$ cat config.mk
export PLATFORM = sky130hd
export DESIGN_NAME = page_chain_allocator_unit
export DESIGN_NICKNAME = d
export VERILOG_FILES = /design/src/sv/pca_pkg.sv /design/src/sv/pca_ram.sv /design/src/sv/page_chain_allocator_unit.sv
export SDC_FILE = /design/constraint.sdc
export NUM_CORES = 1
export LEC_CHECK = 0
export BUFFER_PORTS_ARGS = -buffer_cell sky130_fd_sc_hd__buf_2
export CORE_MARGIN = 1
export CORE_UTILIZATION = 30
export CTS_CLUSTER_DIAMETER = 50
export DETAILED_ROUTE_END_ITERATION = 8
export MAX_ROUTING_LAYER = met4
export PLACE_DENSITY = 0.47
export REMOVE_ABC_BUFFERS = 1
export SYNTH_ARGS = -nofsm -noshare
export SYNTH_HDL_FRONTEND = slang
export SYNTH_SLANG_ARGS = --single-unit
$ cat constraint.sdc
create_clock -name clk_i -period 6 [get_ports clk_i]
set_input_delay 0.3 -clock clk_i [delete_from_list [all_inputs] [get_ports clk_i]]
set_output_delay 0.3 -clock clk_i [all_outputs]
set_load 0.05 [all_outputs]
$ cat src/sv/pca_pkg.sv
// ----------------------------------------------------------------------------
// pca_pkg: shared constants of the page chain allocator
// Action codes, link codes, default geometry and stream word widths.
// ----------------------------------------------------------------------------
`default_nettype none

package pca_pkg;

  // default table geometry
  localparam int unsigned PagesDefault     = 64;
  localparam int unsigned PagesPerSecDflt  = 16;

  // link codes held in the table
  localparam logic [7:0] CodeFree = 8'd255;
  localparam logic [7:0] CodeEnd  = 8'd254;

  // action codes
  localparam logic [2:0] ActAllocPage = 3'd0;
  localparam logic [2:0] ActAllocRun  = 3'd1;
  localparam logic [2:0] ActFreeChain = 3'd2;
  localparam logic [2:0] ActClearAll  = 3'd3;
  localparam logic [2:0] ActReadEntry = 3'd4;

  // stream word widths (fields packed from bit 0, padded to whole bytes)
  localparam int unsigned InDataW  = 32;
  localparam int unsigned OutDataW = 32;

endpackage

`default_nettype wire

$ cat src/sv/pca_ram.sv
// ----------------------------------------------------------------------------
// pca_ram: generic simple dual-port RAM
// One write port, one read port, read data registered.
// ----------------------------------------------------------------------------
`default_nettype none

module pca_ram #(
  parameter int unsigned Width = 8,
  parameter int unsigned Depth = 64,
  localparam int unsigned AddrW = (Depth > 1) ? $clog2(Depth) : 1
) (
  input  wire logic             clk_i,
  input  wire logic             we_i,
  input  wire logic [AddrW-1:0] waddr_i,
  input  wire logic [Width-1:0] wdata_i,
  input  wire logic [AddrW-1:0] raddr_i,
  output logic      [Width-1:0] rdata_o
);

  logic [Width-1:0] mem_q [Depth];

  always_ff @(posedge clk_i) begin
    if (we_i) begin
      mem_q[waddr_i] <= wdata_i;
    end
    rdata_o <= mem_q[raddr_i];
  end

endmodule

`default_nettype wire

$ cat src/sv/page_chain_allocator_unit.sv
// ----------------------------------------------------------------------------
// page_chain_allocator_unit: next-page link table with chain allocation
// Links live in a RAM; a per-page in-use bitmap marks which entries hold a
// link, so a page whose bit is clear reads as free without touching the RAM.
// ----------------------------------------------------------------------------
//  channel  | dir | word fields (lowest bit up)
//  s_axis   | in  | action[2:0] page[10:3] link_prev[11] prev_page[19:12]
//           |     | run_length[26:20]
//  m_axis   | out | ok[0] result_page[8:1] entry_link[16:9] entry_used[17]
//           |     | used_count[25:18]
//
// One word in flight at a time. alloc_page scans, then may link prev_page;
// alloc_run scans by sector, then fills the run; free_chain walks the chain;
// read_entry reads the RAM for a used page; the scan checks one page per cycle.
// Reset clears the bitmap and count at once: the table is free right after.
// A waiting result does not block the next input word; the sequencer holds in
// its final state only until the output register frees.
// ----------------------------------------------------------------------------
`default_nettype none

module page_chain_allocator_unit #(
  parameter int unsigned PAGES            = pca_pkg::PagesDefault,
  parameter int unsigned PAGES_PER_SECTOR = pca_pkg::PagesPerSecDflt
) (
  input  wire logic                         clk_i,
  input  wire logic                         rst_ni,
  input  wire logic                         s_axis_tvalid,
  output logic                              s_axis_tready,
  // action, page, link_prev, prev_page, run_length
  input  wire logic [pca_pkg::InDataW-1:0]  s_axis_tdata,
  output logic                              m_axis_tvalid,
  input  wire logic                         m_axis_tready,
  // ok, result_page, entry_link, entry_used, used_count
  output logic      [pca_pkg::OutDataW-1:0] m_axis_tdata
);

  localparam int unsigned AW = (PAGES > 1) ? $clog2(PAGES) : 1;
  localparam int unsigned CW = $clog2(PAGES_PER_SECTOR + 1);

  typedef enum logic [8:0] {
    StIdle   = 9'b000000001,
    StScan   = 9'b000000010,
    StLink   = 9'b000000100,
    StRScan  = 9'b000001000,
    StRFill  = 9'b000010000,
    StWalk   = 9'b000100000,
    StWalkWt = 9'b001000000,
    StReadWt = 9'b010000000,
    StDone   = 9'b100000000
  } state_e;

  // input fields
  logic [2:0] in_action;
  logic [7:0] in_page;
  logic       in_link_prev;
  logic [7:0] in_prev_page;
  logic [6:0] in_run_length;

  assign in_action     = s_axis_tdata[2:0];
  assign in_page       = s_axis_tdata[10:3];
  assign in_link_prev  = s_axis_tdata[11];
  assign in_prev_page  = s_axis_tdata[19:12];
  assign in_run_length = s_axis_tdata[26:20];

  state_e            state_q, state_d;
  logic [PAGES-1:0]  used_q, used_d;
  logic [7:0]        cnt_q, cnt_d;
  logic [7:0]        p_q, p_d;
  logic [7:0]        s_q, s_d;
  logic [CW-1:0]     i_q, i_d;
  logic [6:0]        w_q, w_d;
  logic [6:0]        len_q, len_d;
  logic              link_q, link_d;
  logic [7:0]        prev_q, prev_d;
  logic              res_ok_q, res_ok_d;
  logic [7:0]        res_page_q, res_page_d;
  logic [7:0]        res_link_q, res_link_d;
  logic              res_used_q, res_used_d;
  logic              m_valid_q, m_valid_d;
  logic [pca_pkg::OutDataW-1:0] m_data_q, m_data_d;

  logic              ram_we;
  logic [AW-1:0]     ram_waddr;
  logic [7:0]        ram_wdata;
  logic [AW-1:0]     ram_raddr;
  logic [7:0]        ram_rdata;

  logic              accept;
  logic              out_free;
  logic [8:0]        sec_next;
  logic [7:0]        fill_addr;

  assign s_axis_tready = (state_q == StIdle);
  assign accept        = s_axis_tvalid && s_axis_tready;
  assign out_free      = !m_valid_q || m_axis_tready;
  assign sec_next      = {1'b0, s_q} + 9'(PAGES_PER_SECTOR);
  assign fill_addr     = s_q + {1'b0, w_q};

  pca_ram #(
    .Width (8),
    .Depth (PAGES)
  ) u_link_ram (
    .clk_i   (clk_i),
    .we_i    (ram_we),
    .waddr_i (ram_waddr),
    .wdata_i (ram_wdata),
    .raddr_i (ram_raddr),
    .rdata_o (ram_rdata)
  );

  always_comb begin
    state_d    = state_q;
    used_d     = used_q;
    cnt_d      = cnt_q;
    p_d        = p_q;
    s_d        = s_q;
    i_d        = i_q;
    w_d        = w_q;
    len_d      = len_q;
    link_d     = link_q;
    prev_d     = prev_q;
    res_ok_d   = res_ok_q;
    res_page_d = res_page_q;
    res_link_d = res_link_q;
    res_used_d = res_used_q;
    m_valid_d  = m_valid_q && !m_axis_tready;
    m_data_d   = m_data_q;
    ram_we     = 1'b0;
    ram_waddr  = p_q[AW-1:0];
    ram_wdata  = pca_pkg::CodeEnd;
    ram_raddr  = (state_q == StIdle) ? in_page[AW-1:0] : p_q[AW-1:0];

    unique case (state_q)
      StIdle: begin
        if (accept) begin
          res_ok_d   = 1'b1;
          res_page_d = 8'd0;
          res_link_d = 8'd0;
          res_used_d = 1'b0;
          state_d    = StDone;
          case (in_action)
            pca_pkg::ActAllocPage: begin
              p_d     = 8'd0;
              link_d  = in_link_prev;
              prev_d  = in_prev_page;
              state_d = StScan;
            end
            pca_pkg::ActAllocRun: begin
              if (in_run_length == 7'd0 || in_run_length > 7'(PAGES_PER_SECTOR)
                  || PAGES_PER_SECTOR > PAGES) begin
                res_ok_d = 1'b0;
              end else begin
                s_d     = 8'd0;
                p_d     = 8'd0;
                i_d     = '0;
                len_d   = in_run_length;
                state_d = StRScan;
              end
            end
            pca_pkg::ActFreeChain: begin
              p_d     = in_page;
              state_d = StWalk;
            end
            pca_pkg::ActClearAll: begin
              used_d = '0;
              cnt_d  = 8'd0;
            end
            pca_pkg::ActReadEntry: begin
              if (in_page < 8'(PAGES) && used_q[in_page[AW-1:0]]) begin
                state_d = StReadWt;
              end else begin
                res_link_d = pca_pkg::CodeFree;
              end
            end
            default: ;
          endcase
        end
      end

      StScan: begin
        if (!used_q[p_q[AW-1:0]]) begin
          ram_we                = 1'b1;
          used_d[p_q[AW-1:0]]   = 1'b1;
          cnt_d                 = cnt_q + 8'd1;
          res_page_d            = p_q;
          state_d = (link_q && prev_q < 8'(PAGES)) ? StLink : StDone;
        end else if (p_q == 8'(PAGES - 1)) begin
          res_ok_d = 1'b0;
          state_d  = StDone;
        end else begin
          p_d = p_q + 8'd1;
        end
      end

      StLink: begin
        ram_we    = 1'b1;
        ram_waddr = prev_q[AW-1:0];
        ram_wdata = res_page_q;
        if (!used_q[prev_q[AW-1:0]]) begin
          cnt_d = cnt_q + 8'd1;
        end
        used_d[prev_q[AW-1:0]] = 1'b1;
        state_d = StDone;
      end

      StRScan: begin
        if (used_q[p_q[AW-1:0]]) begin
          // skip to the next sector
          if (sec_next + 9'(PAGES_PER_SECTOR) > 9'(PAGES)) begin
            res_ok_d = 1'b0;
            state_d  = StDone;
          end else begin
            s_d = sec_next[7:0];
            p_d = sec_next[7:0];
            i_d = '0;
          end
        end else if (i_q == CW'(PAGES_PER_SECTOR - 1)) begin
          w_d        = 7'd0;
          res_page_d = s_q;
          state_d    = StRFill;
        end else begin
          p_d = p_q + 8'd1;
          i_d = i_q + CW'(1);
        end
      end

      StRFill: begin
        ram_we    = 1'b1;
        ram_waddr = fill_addr[AW-1:0];
        ram_wdata = (w_q + 7'd1 < len_q) ? fill_addr + 8'd1 : pca_pkg::CodeEnd;
        used_d[fill_addr[AW-1:0]] = 1'b1;
        cnt_d = cnt_q + 8'd1;
        if (w_q + 7'd1 == len_q) begin
          state_d = StDone;
        end else begin
          w_d = w_q + 7'd1;
        end
      end

      StWalk: begin
        // stop at an out-of-range index or a page already free
        if (p_q >= 8'(PAGES)) begin
          state_d = StDone;
        end else if (!used_q[p_q[AW-1:0]]) begin
          state_d = StDone;
        end else begin
          state_d = StWalkWt;
        end
      end

      StWalkWt: begin
        used_d[p_q[AW-1:0]] = 1'b0;
        cnt_d = cnt_q - 8'd1;
        if (ram_rdata == pca_pkg::CodeEnd) begin
          state_d = StDone;
        end else begin
          p_d     = ram_rdata;
          state_d = StWalk;
        end
      end

      StReadWt: begin
        res_link_d = ram_rdata;
        res_used_d = 1'b1;
        state_d    = StDone;
      end

      StDone: begin
        if (out_free) begin
          m_valid_d = 1'b1;
          m_data_d  = {6'd0, cnt_q, res_used_q, res_link_q, res_page_q, res_ok_q};
          state_d   = StIdle;
        end
      end

      default: state_d = StIdle;
    endcase
  end

  always_ff @(posedge clk_i or negedge rst_ni) begin
    if (!rst_ni) begin
      state_q   <= StIdle;
      used_q    <= '0;
      cnt_q     <= 8'd0;
      m_valid_q <= 1'b0;
    end else begin
      state_q   <= state_d;
      used_q    <= used_d;
      cnt_q     <= cnt_d;
      m_valid_q <= m_valid_d;
    end
  end

  always_ff @(posedge clk_i) begin
    p_q        <= p_d;
    s_q        <= s_d;
    i_q        <= i_d;
    w_q        <= w_d;
    len_q      <= len_d;
    link_q     <= link_d;
    prev_q     <= prev_d;
    res_ok_q   <= res_ok_d;
    res_page_q <= res_page_d;
    res_link_q <= res_link_d;
    res_used_q <= res_used_d;
    m_data_q   <= m_data_d;
  end

  assign m_axis_tvalid = m_valid_q;
  assign m_axis_tdata  = m_data_q;

endmodule

`default_nettype wire

==> flow_metrics.env, run 1 <==
export IMPL_syn_area_mm2=0.03078
export IMPL_maxSlewViolCount=0
export IMPL_htree_levels=3
export IMPL_synthSimpleGateAreaFrac_pct=12.02
export IMPL_finalPower_mw=15.32
export IMPL_tritoncts="built"
export IMPL_synth_most_common_cell="edfxtp_1"
export IMPL_gp_routability_congestion=0.9155
export IMPL_cap_violations=0
export IMPL_synth_top_family_by_area="simple AND/OR/NAND/NOR gates"
export IMPL_synthArstFlopShare_pct=11.95
export IMPL_syn_inst=2297
export IMPL_nets=2474
export IMPL_worst_slew_pin_slew_ns=1.206
export IMPL_setup_ws_ns=1.221
export IMPL_netlist_top_cells_area="edfxtp_1, dfrtp_1, mux2i_1, nand2_1, mux4_2"
export IMPL_clock_sinks=686
export IMPL_post_route_period_util_pct=79.65
export IMPL_cts_setup_buffers=0
export IMPL_syn_area_per_cell_um2=13.40
export IMPL_clk_latency_ns=0.65
export IMPL_dp_cells=3665
export IMPL_outcome="completed"
export IMPL_drt_wl_total_um=96840
export IMPL_drtIter0Drc=1929
export IMPL_max_freq_mhz=209.2
export IMPL_critPathKind="flip-flop to flip-flop"
export IMPL_stdcell_count=3865
export IMPL_p_leak_nw=13.63
export IMPL_period_needed_ns=4.779
export IMPL_cp_arrival_ns=5.05
export IMPL_yosysTopAreaCell="edfxtp_1"
export IMPL_ant_nets=0
export IMPL_syn2layout_area_growth_pct=18.31
export IMPL_ios=70
export IMPL_drive_gt1_share_pct=16.89
export IMPL_synth_compound_area_share_pct=10.13
export IMPL_yosys_area_share_adder_pct=1.065
export IMPL_cp_start_kind="flip-flop"
export IMPL_grt_pass1_vias=20432
export IMPL_clkTransAtPathRegs_ns=0.06
export IMPL_ys_ff_latch=686
export IMPL_final_util_pct=35.79
export IMPL_grt_pass1_wl_um=141100
export IMPL_dieArea_mm2=0.1039
export IMPL_final_setup_skew_ns=0.02477
export IMPL_yosys_most_used_dff="edfxtp_1"
export IMPL_synth_warnings=0
export IMPL_required_ns=6.27
export IMPL_synth_top_cell_area_share_pct=58.15
export IMPL_grt_max_degree=129
export IMPL_cts_made_buffers=94
export IMPL_first_pass_iters=5
export IMPL_coreArea_mm2=0.1017
export IMPL_dp_hpwl_um=62540
export IMPL_dr_total_vias=20606
export IMPL_rows=117
export IMPL_clock_path_buffers=3
export IMPL_routed_via_density=5.331
export IMPL_die_h_um=322.3
export IMPL_yosysSeqAreaShare_pct=65.34
export IMPL_power_density_mw_per_mm2=420.6
export IMPL_start_util_pct=30.25
export IMPL_cts_root_buf="clkbuf_16"
export IMPL_remaining_drc_errors=0
export IMPL_io_buffers=58
export IMPL_grt_setup_unrepaired="false"
export IMPL_hp_class="input pin to flip-flop"
export IMPL_synthMuxAreaShare_pct=8.208
export IMPL_yosysUniqueCellTypes=88
export IMPL_synth_xor_area_share_pct=0.7684
export IMPL_relSlewSlack_pct=19.07
export IMPL_ir_worst_vdd_uv=368.6
export IMPL_setup_viol=0
export IMPL_synth_common_cells="edfxtp_1, nand2_1, mux2i_1"
export IMPL_grt_usage_pct=19.08
export IMPL_die_w_um=322.3
export IMPL_finalHoldViolCount=0
export IMPL_antenna_found_initial=5
export IMPL_end_kind="flip-flop"
export IMPL_synth_edff_count=596
export IMPL_globalRouteOverflowTotal=0
export IMPL_routedWlPerCell_um=25.06
export IMPL_cp_max_fo=24
export IMPL_dp_slack_ns=1.307
report_power, final:
part	leakage [nW]	internal [mW]	switching, mW	total, mW
clock network	1.53	3.45	2.20	5.65
registers	7.91	5.38	0.300	5.68
logic	4.19	1.10	2.88	3.98
through the flow:
step,hold WS [ns],TNS [ns],instance area (um2)
floorplan,0.004409,-96.41,30130
global placement,0.2362,0,33000
detailed placement,0.2395,0,33000
CTS,0.007435,0,36400
global route,0.02862,0,36410
finish,0.03415,0,36410
cell families (layout without fill, tap and decap cells):
kind of cell / after synthesis / count (layout)
simple gates: 712 / 712
flops: 686 / 686
compound gates: 457 / 457
mux: 212 / 212
buf+inv: 177 / 367
xor+xnor: 27 / 27
fa+ha+maj: 25 / 25
other cells: 1 / 11
worst paths after layout:
check | start | end | slack [ns] | cells after the start
worst max-delay path | p_q[0] | u_link_ram.mem_q[47][5] | 1.22 | 9
min in group asynchronous | rst_ni | cnt_q[6] | 0.11 | 2
worst min-delay path | s_axis_tdata[9] | p_q[6] | 0.03 | 3
worst max register to register | p_q[0] | u_link_ram.mem_q[47][5] | 1.22 | 9
max in group asynchronous | rst_ni | used_q[6] | 4.64 | 3
worst min register to register | res_link_q[0] | m_axis_tdata[9] | 0.41 | 0
state kept, by name (all words and copies together), names as in the netlist, 7 cells and up:
register,cells
u_link_ram.mem_q,512
used_q,64
m_axis_tdata,26
state_q,9
cnt_q,8
p_q,8
prev_q,8
res_link_q,8
res_page_q,8
u_link_ram.rdata_o,8
len_q,7
w_q,7
cell usage in the layout (no fill, tap or decap), types with 20 or more instances in the layout:
| cell | count |
|---|---|
| a31oi_1 | 47 |
| nand4_1 | 31 |
| nand2_1 | 309 |
| and3_1 | 25 |
| nor2_1 | 65 |
| nand3_1 | 95 |
| mux4_2 | 31 |
| buf_2 | 57 |
| a21oi_1 | 39 |
| o21ai_0 | 115 |
| o22ai_1 | 70 |
| dfrtp_1 | 81 |
| mux2i_1 | 167 |
| clkbuf_16 | 95 |
| inv_1 | 21 |
| nor3_1 | 32 |
| a2bb2oi_1 | 46 |
| buf_4 | 87 |
| edfxtp_1 | 596 |
| dlygate4sd3_1 | 20 |
| ha_1 | 23 |
cell type report:
class                      count  area [um2]
fill                        9768       65330
antenna                        5       12.51
tap                         1368        1712
timing repair buffer         168        1219
multi-input combinational   1439       10070
inverter                      24       90.09
sequential                   686       20110
clock inverter                63       743.2
clock buffer                 112        2461
repair_timing:
action,4_1_cts,5_1_grt
hold buffers,20,0
resized for setup,0,0
hold endpoints to repair,39,0
metal layers:
metal | track usage (%) | vias up | wire, um
met2 | 30.09 | 740 | 45940
met4 | 5.460 | 0 | 2537
li1 | - | 9168 | -
met1 | 25.52 | 10525 | 42900
met3 | 2.775 | 173 | 5466
met5 | - | - | 0
worst max-delay path, stage by stage, from the launching register on:
cell and delay (ns):
edfxtp_1 1.03, buf_4 0.40, and3b_1 0.21, a311oi_1 0.26
o22ai_1 0.12, a211oi_1 0.35, nand4_1 0.42, a21oi_1 0.47
nand2_1 0.36, nor2_1 0.77
(Power assumes the default switching activity.)
==> run 2: changes to the inputs <==
- PLACE_DENSITY: 0.47 -> 0.49
- clock period: 6 -> 4.27 ns (I/O delays scaled with it)
==> run 2 against run 1 <==
  * Hold slack improved by 0.035 ns
  * Critical path type unchanged
  * Sequential power grew 39%
  * Setup slack lost 1.0 ns
  * Critical path depth up 1
  * Cell area grew 1.7%
  * Largest cell class unchanged
  * Combinational power rose by 51%
  * Wire length is 0.83% lower
  * Non-clock buffer count increased by 85
==> flow_metrics.env, run 2 (synthesis results as in run 1) <==
export IMPL_maxSlewViolCount=0
export IMPL_power_density_mw_per_mm2=577.1
export IMPL_syn2layout_area_growth_pct=20.38
export IMPL_gp_routability_congestion=0.9411
export IMPL_outcome="completed"
export IMPL_cts_made_buffers=91
export IMPL_finalPower_mw=21.38
export IMPL_clkTransAtPathRegs_ns=0.06
export IMPL_cp_start_kind="flip-flop"
export IMPL_dpl_cell_area_mm2=0.03380
export IMPL_io_buffers=58
export IMPL_ios=70
export IMPL_nets=2556
export IMPL_tritoncts="built"
export IMPL_clock_path_buffers=3
export IMPL_die_h_um=322.3
export IMPL_crit_top_cell="buf_4"
export IMPL_drtIter0Drc=2024
export IMPL_grt_pass1_wl_um=141300
export IMPL_final_cell_mix="edfxtp_1, nand2_1, mux2i_1, buf_4, o21ai_0"
export IMPL_final_util_pct=36.41
export IMPL_routedWlPerCell_um=24.35
export IMPL_routed_via_density=5.264
export IMPL_setup_viol=0
export IMPL_rows=117
export IMPL_ir_worst_vdd_uv=321.7
export IMPL_worst_slew_pin_slew_ns=1.128
export IMPL_hp_class="input pin to flip-flop"
export IMPL_max_freq_mhz=244.7
export IMPL_finalHoldViolCount=0
export IMPL_layout_cells_most_common="edfxtp_1"
export IMPL_p_leak_nw=14.05
export IMPL_hold_slack_ns=0.06904
export IMPL_grt_max_degree=67
export IMPL_dp_hpwl_um=63600
export IMPL_cp_max_fo=19
export IMPL_remaining_drc_errors=0
export IMPL_final_setup_skew_ns=0.04472
export IMPL_antenna_found_initial=6
export IMPL_cap_violations=0
export IMPL_die_w_um=322.3
export IMPL_grt_pass1_vias=20682
export IMPL_ant_nets=0
export IMPL_cp_slowest_stage_delay_ns=0.94
export IMPL_fin_tns_setup_ns=0
export IMPL_cts_root_buf="clkbuf_16"
export IMPL_regMostFlops="u_link_ram.mem_q"
export IMPL_period_needed_ns=4.087
export IMPL_drive_gt1_share_pct=19.42
export IMPL_globalRouteOverflowTotal=0
export IMPL_dieArea_mm2=0.1039
export IMPL_cp_arrival_ns=4.43
export IMPL_start_util_pct=30.25
export IMPL_fillers=9737
export IMPL_dr_total_vias=20761
export IMPL_largest_reg_flops=512
export IMPL_first_pass_iters=7
export IMPL_post_route_period_util_pct=95.71
export IMPL_grt_usage_pct=19.05
export IMPL_coreArea_mm2=0.1017
export IMPL_critPathKind="flip-flop to flip-flop"
export IMPL_cts_setup_buffers=0
export IMPL_clk_latency_ns=0.67
export IMPL_crit_slowest_cell="edfxtp_1"
export IMPL_end_kind="flip-flop"
export IMPL_final_cell_area_mm2=0.03705
export IMPL_clock_sinks=686
export IMPL_drt_wl_total_um=96040
export IMPL_relSlewSlack_pct=24.78
export IMPL_htree_levels=3
export IMPL_required_ns=4.62
export IMPL_path_cells="buf_4 > mux2i_1 > o2111ai_1 > and3_1 > a211oi_1 > nand4_1 > and2_2 > nand2b_1 > nor4_2 > buf_4"
==> run 2: final cells by class <==
| cell class | instances | area [um2] | area share, % |
|---|---|---|---|
| inverters | 24 | 90.09 | 0.2432 |
| clock inverters | 62 | 564.3 | 1.523 |
| well taps | 1368 | 1712 | 4.620 |
| diodes | 6 | 15.01 | 0.04053 |
| flip-flops and latches | 686 | 20110 | 54.28 |
| repair buffers | 253 | 2085 | 5.626 |
| multi-input cells | 1439 | 10070 | 27.17 |
| clock buffers | 106 | 2406 | 6.494 |
==> run 2: final timing paths <==
check | slack, ns | start | cells past startpoint | end
min in group asynchronous | 0.20 | rst_ni | 2 | cnt_q[3]
worst max-delay path | 0.18 | p_q[0] | 10 | u_link_ram.mem_q[27][1]
max in group asynchronous | 3.04 | rst_ni | 3 | used_q[53]
worst min-delay path | 0.07 | s_axis_tdata[6] | 3 | p_q[3]
worst max register to register | 0.18 | p_q[0] | 10 | u_link_ram.mem_q[27][1]
worst min register to register | 0.43 | res_link_q[7] | 0 | m_axis_tdata[16]
==> run 2: report_power, final <==
part / switching (mW) / internal, mW
clock network: 3.08 / 4.37
registers: 0.352 / 7.56
logic: 4.16 / 1.86
==> run 2: through the flow <==
step / worst slack [ns] / instances
final: 0.1833 / 3944
after global routing: -0.04366 / 3942
after floorplan: -13.78 / 2149
after CTS: 0.2340 / 3938
after detailed placement: 0.2743 / 3744
after global placement: 0.2264 / 3744
==> run 2: timing repair <==
| action | in CTS | in global routing |
|---|---|---|
| hold buffers | 26 | 0 |
| hold endpoints to repair | 77 | 0 |
| gates resized for setup | 0 | 0 |
==> run 2: worst max-delay path, delay by kind of cell (launching register included) <==
family | cells | cell delay [ns]
AND/OR/NAND/NOR | 5 | 1.58
flip-flops | 1 | 0.94
buffers and inverters | 2 | 0.59
AO/OA/AOI/OAI | 2 | 0.47
multiplexers | 1 | 0.19
==> run 2: per-layer routing <==
metal,track usage (%),routed length [um],vias to the layer above
li1,-,-,9332
met4,5.672,2394,0
met5,-,0,-
met3,3.246,5397,133
met2,29.26,45060,651
met1,25.76,43190,10645
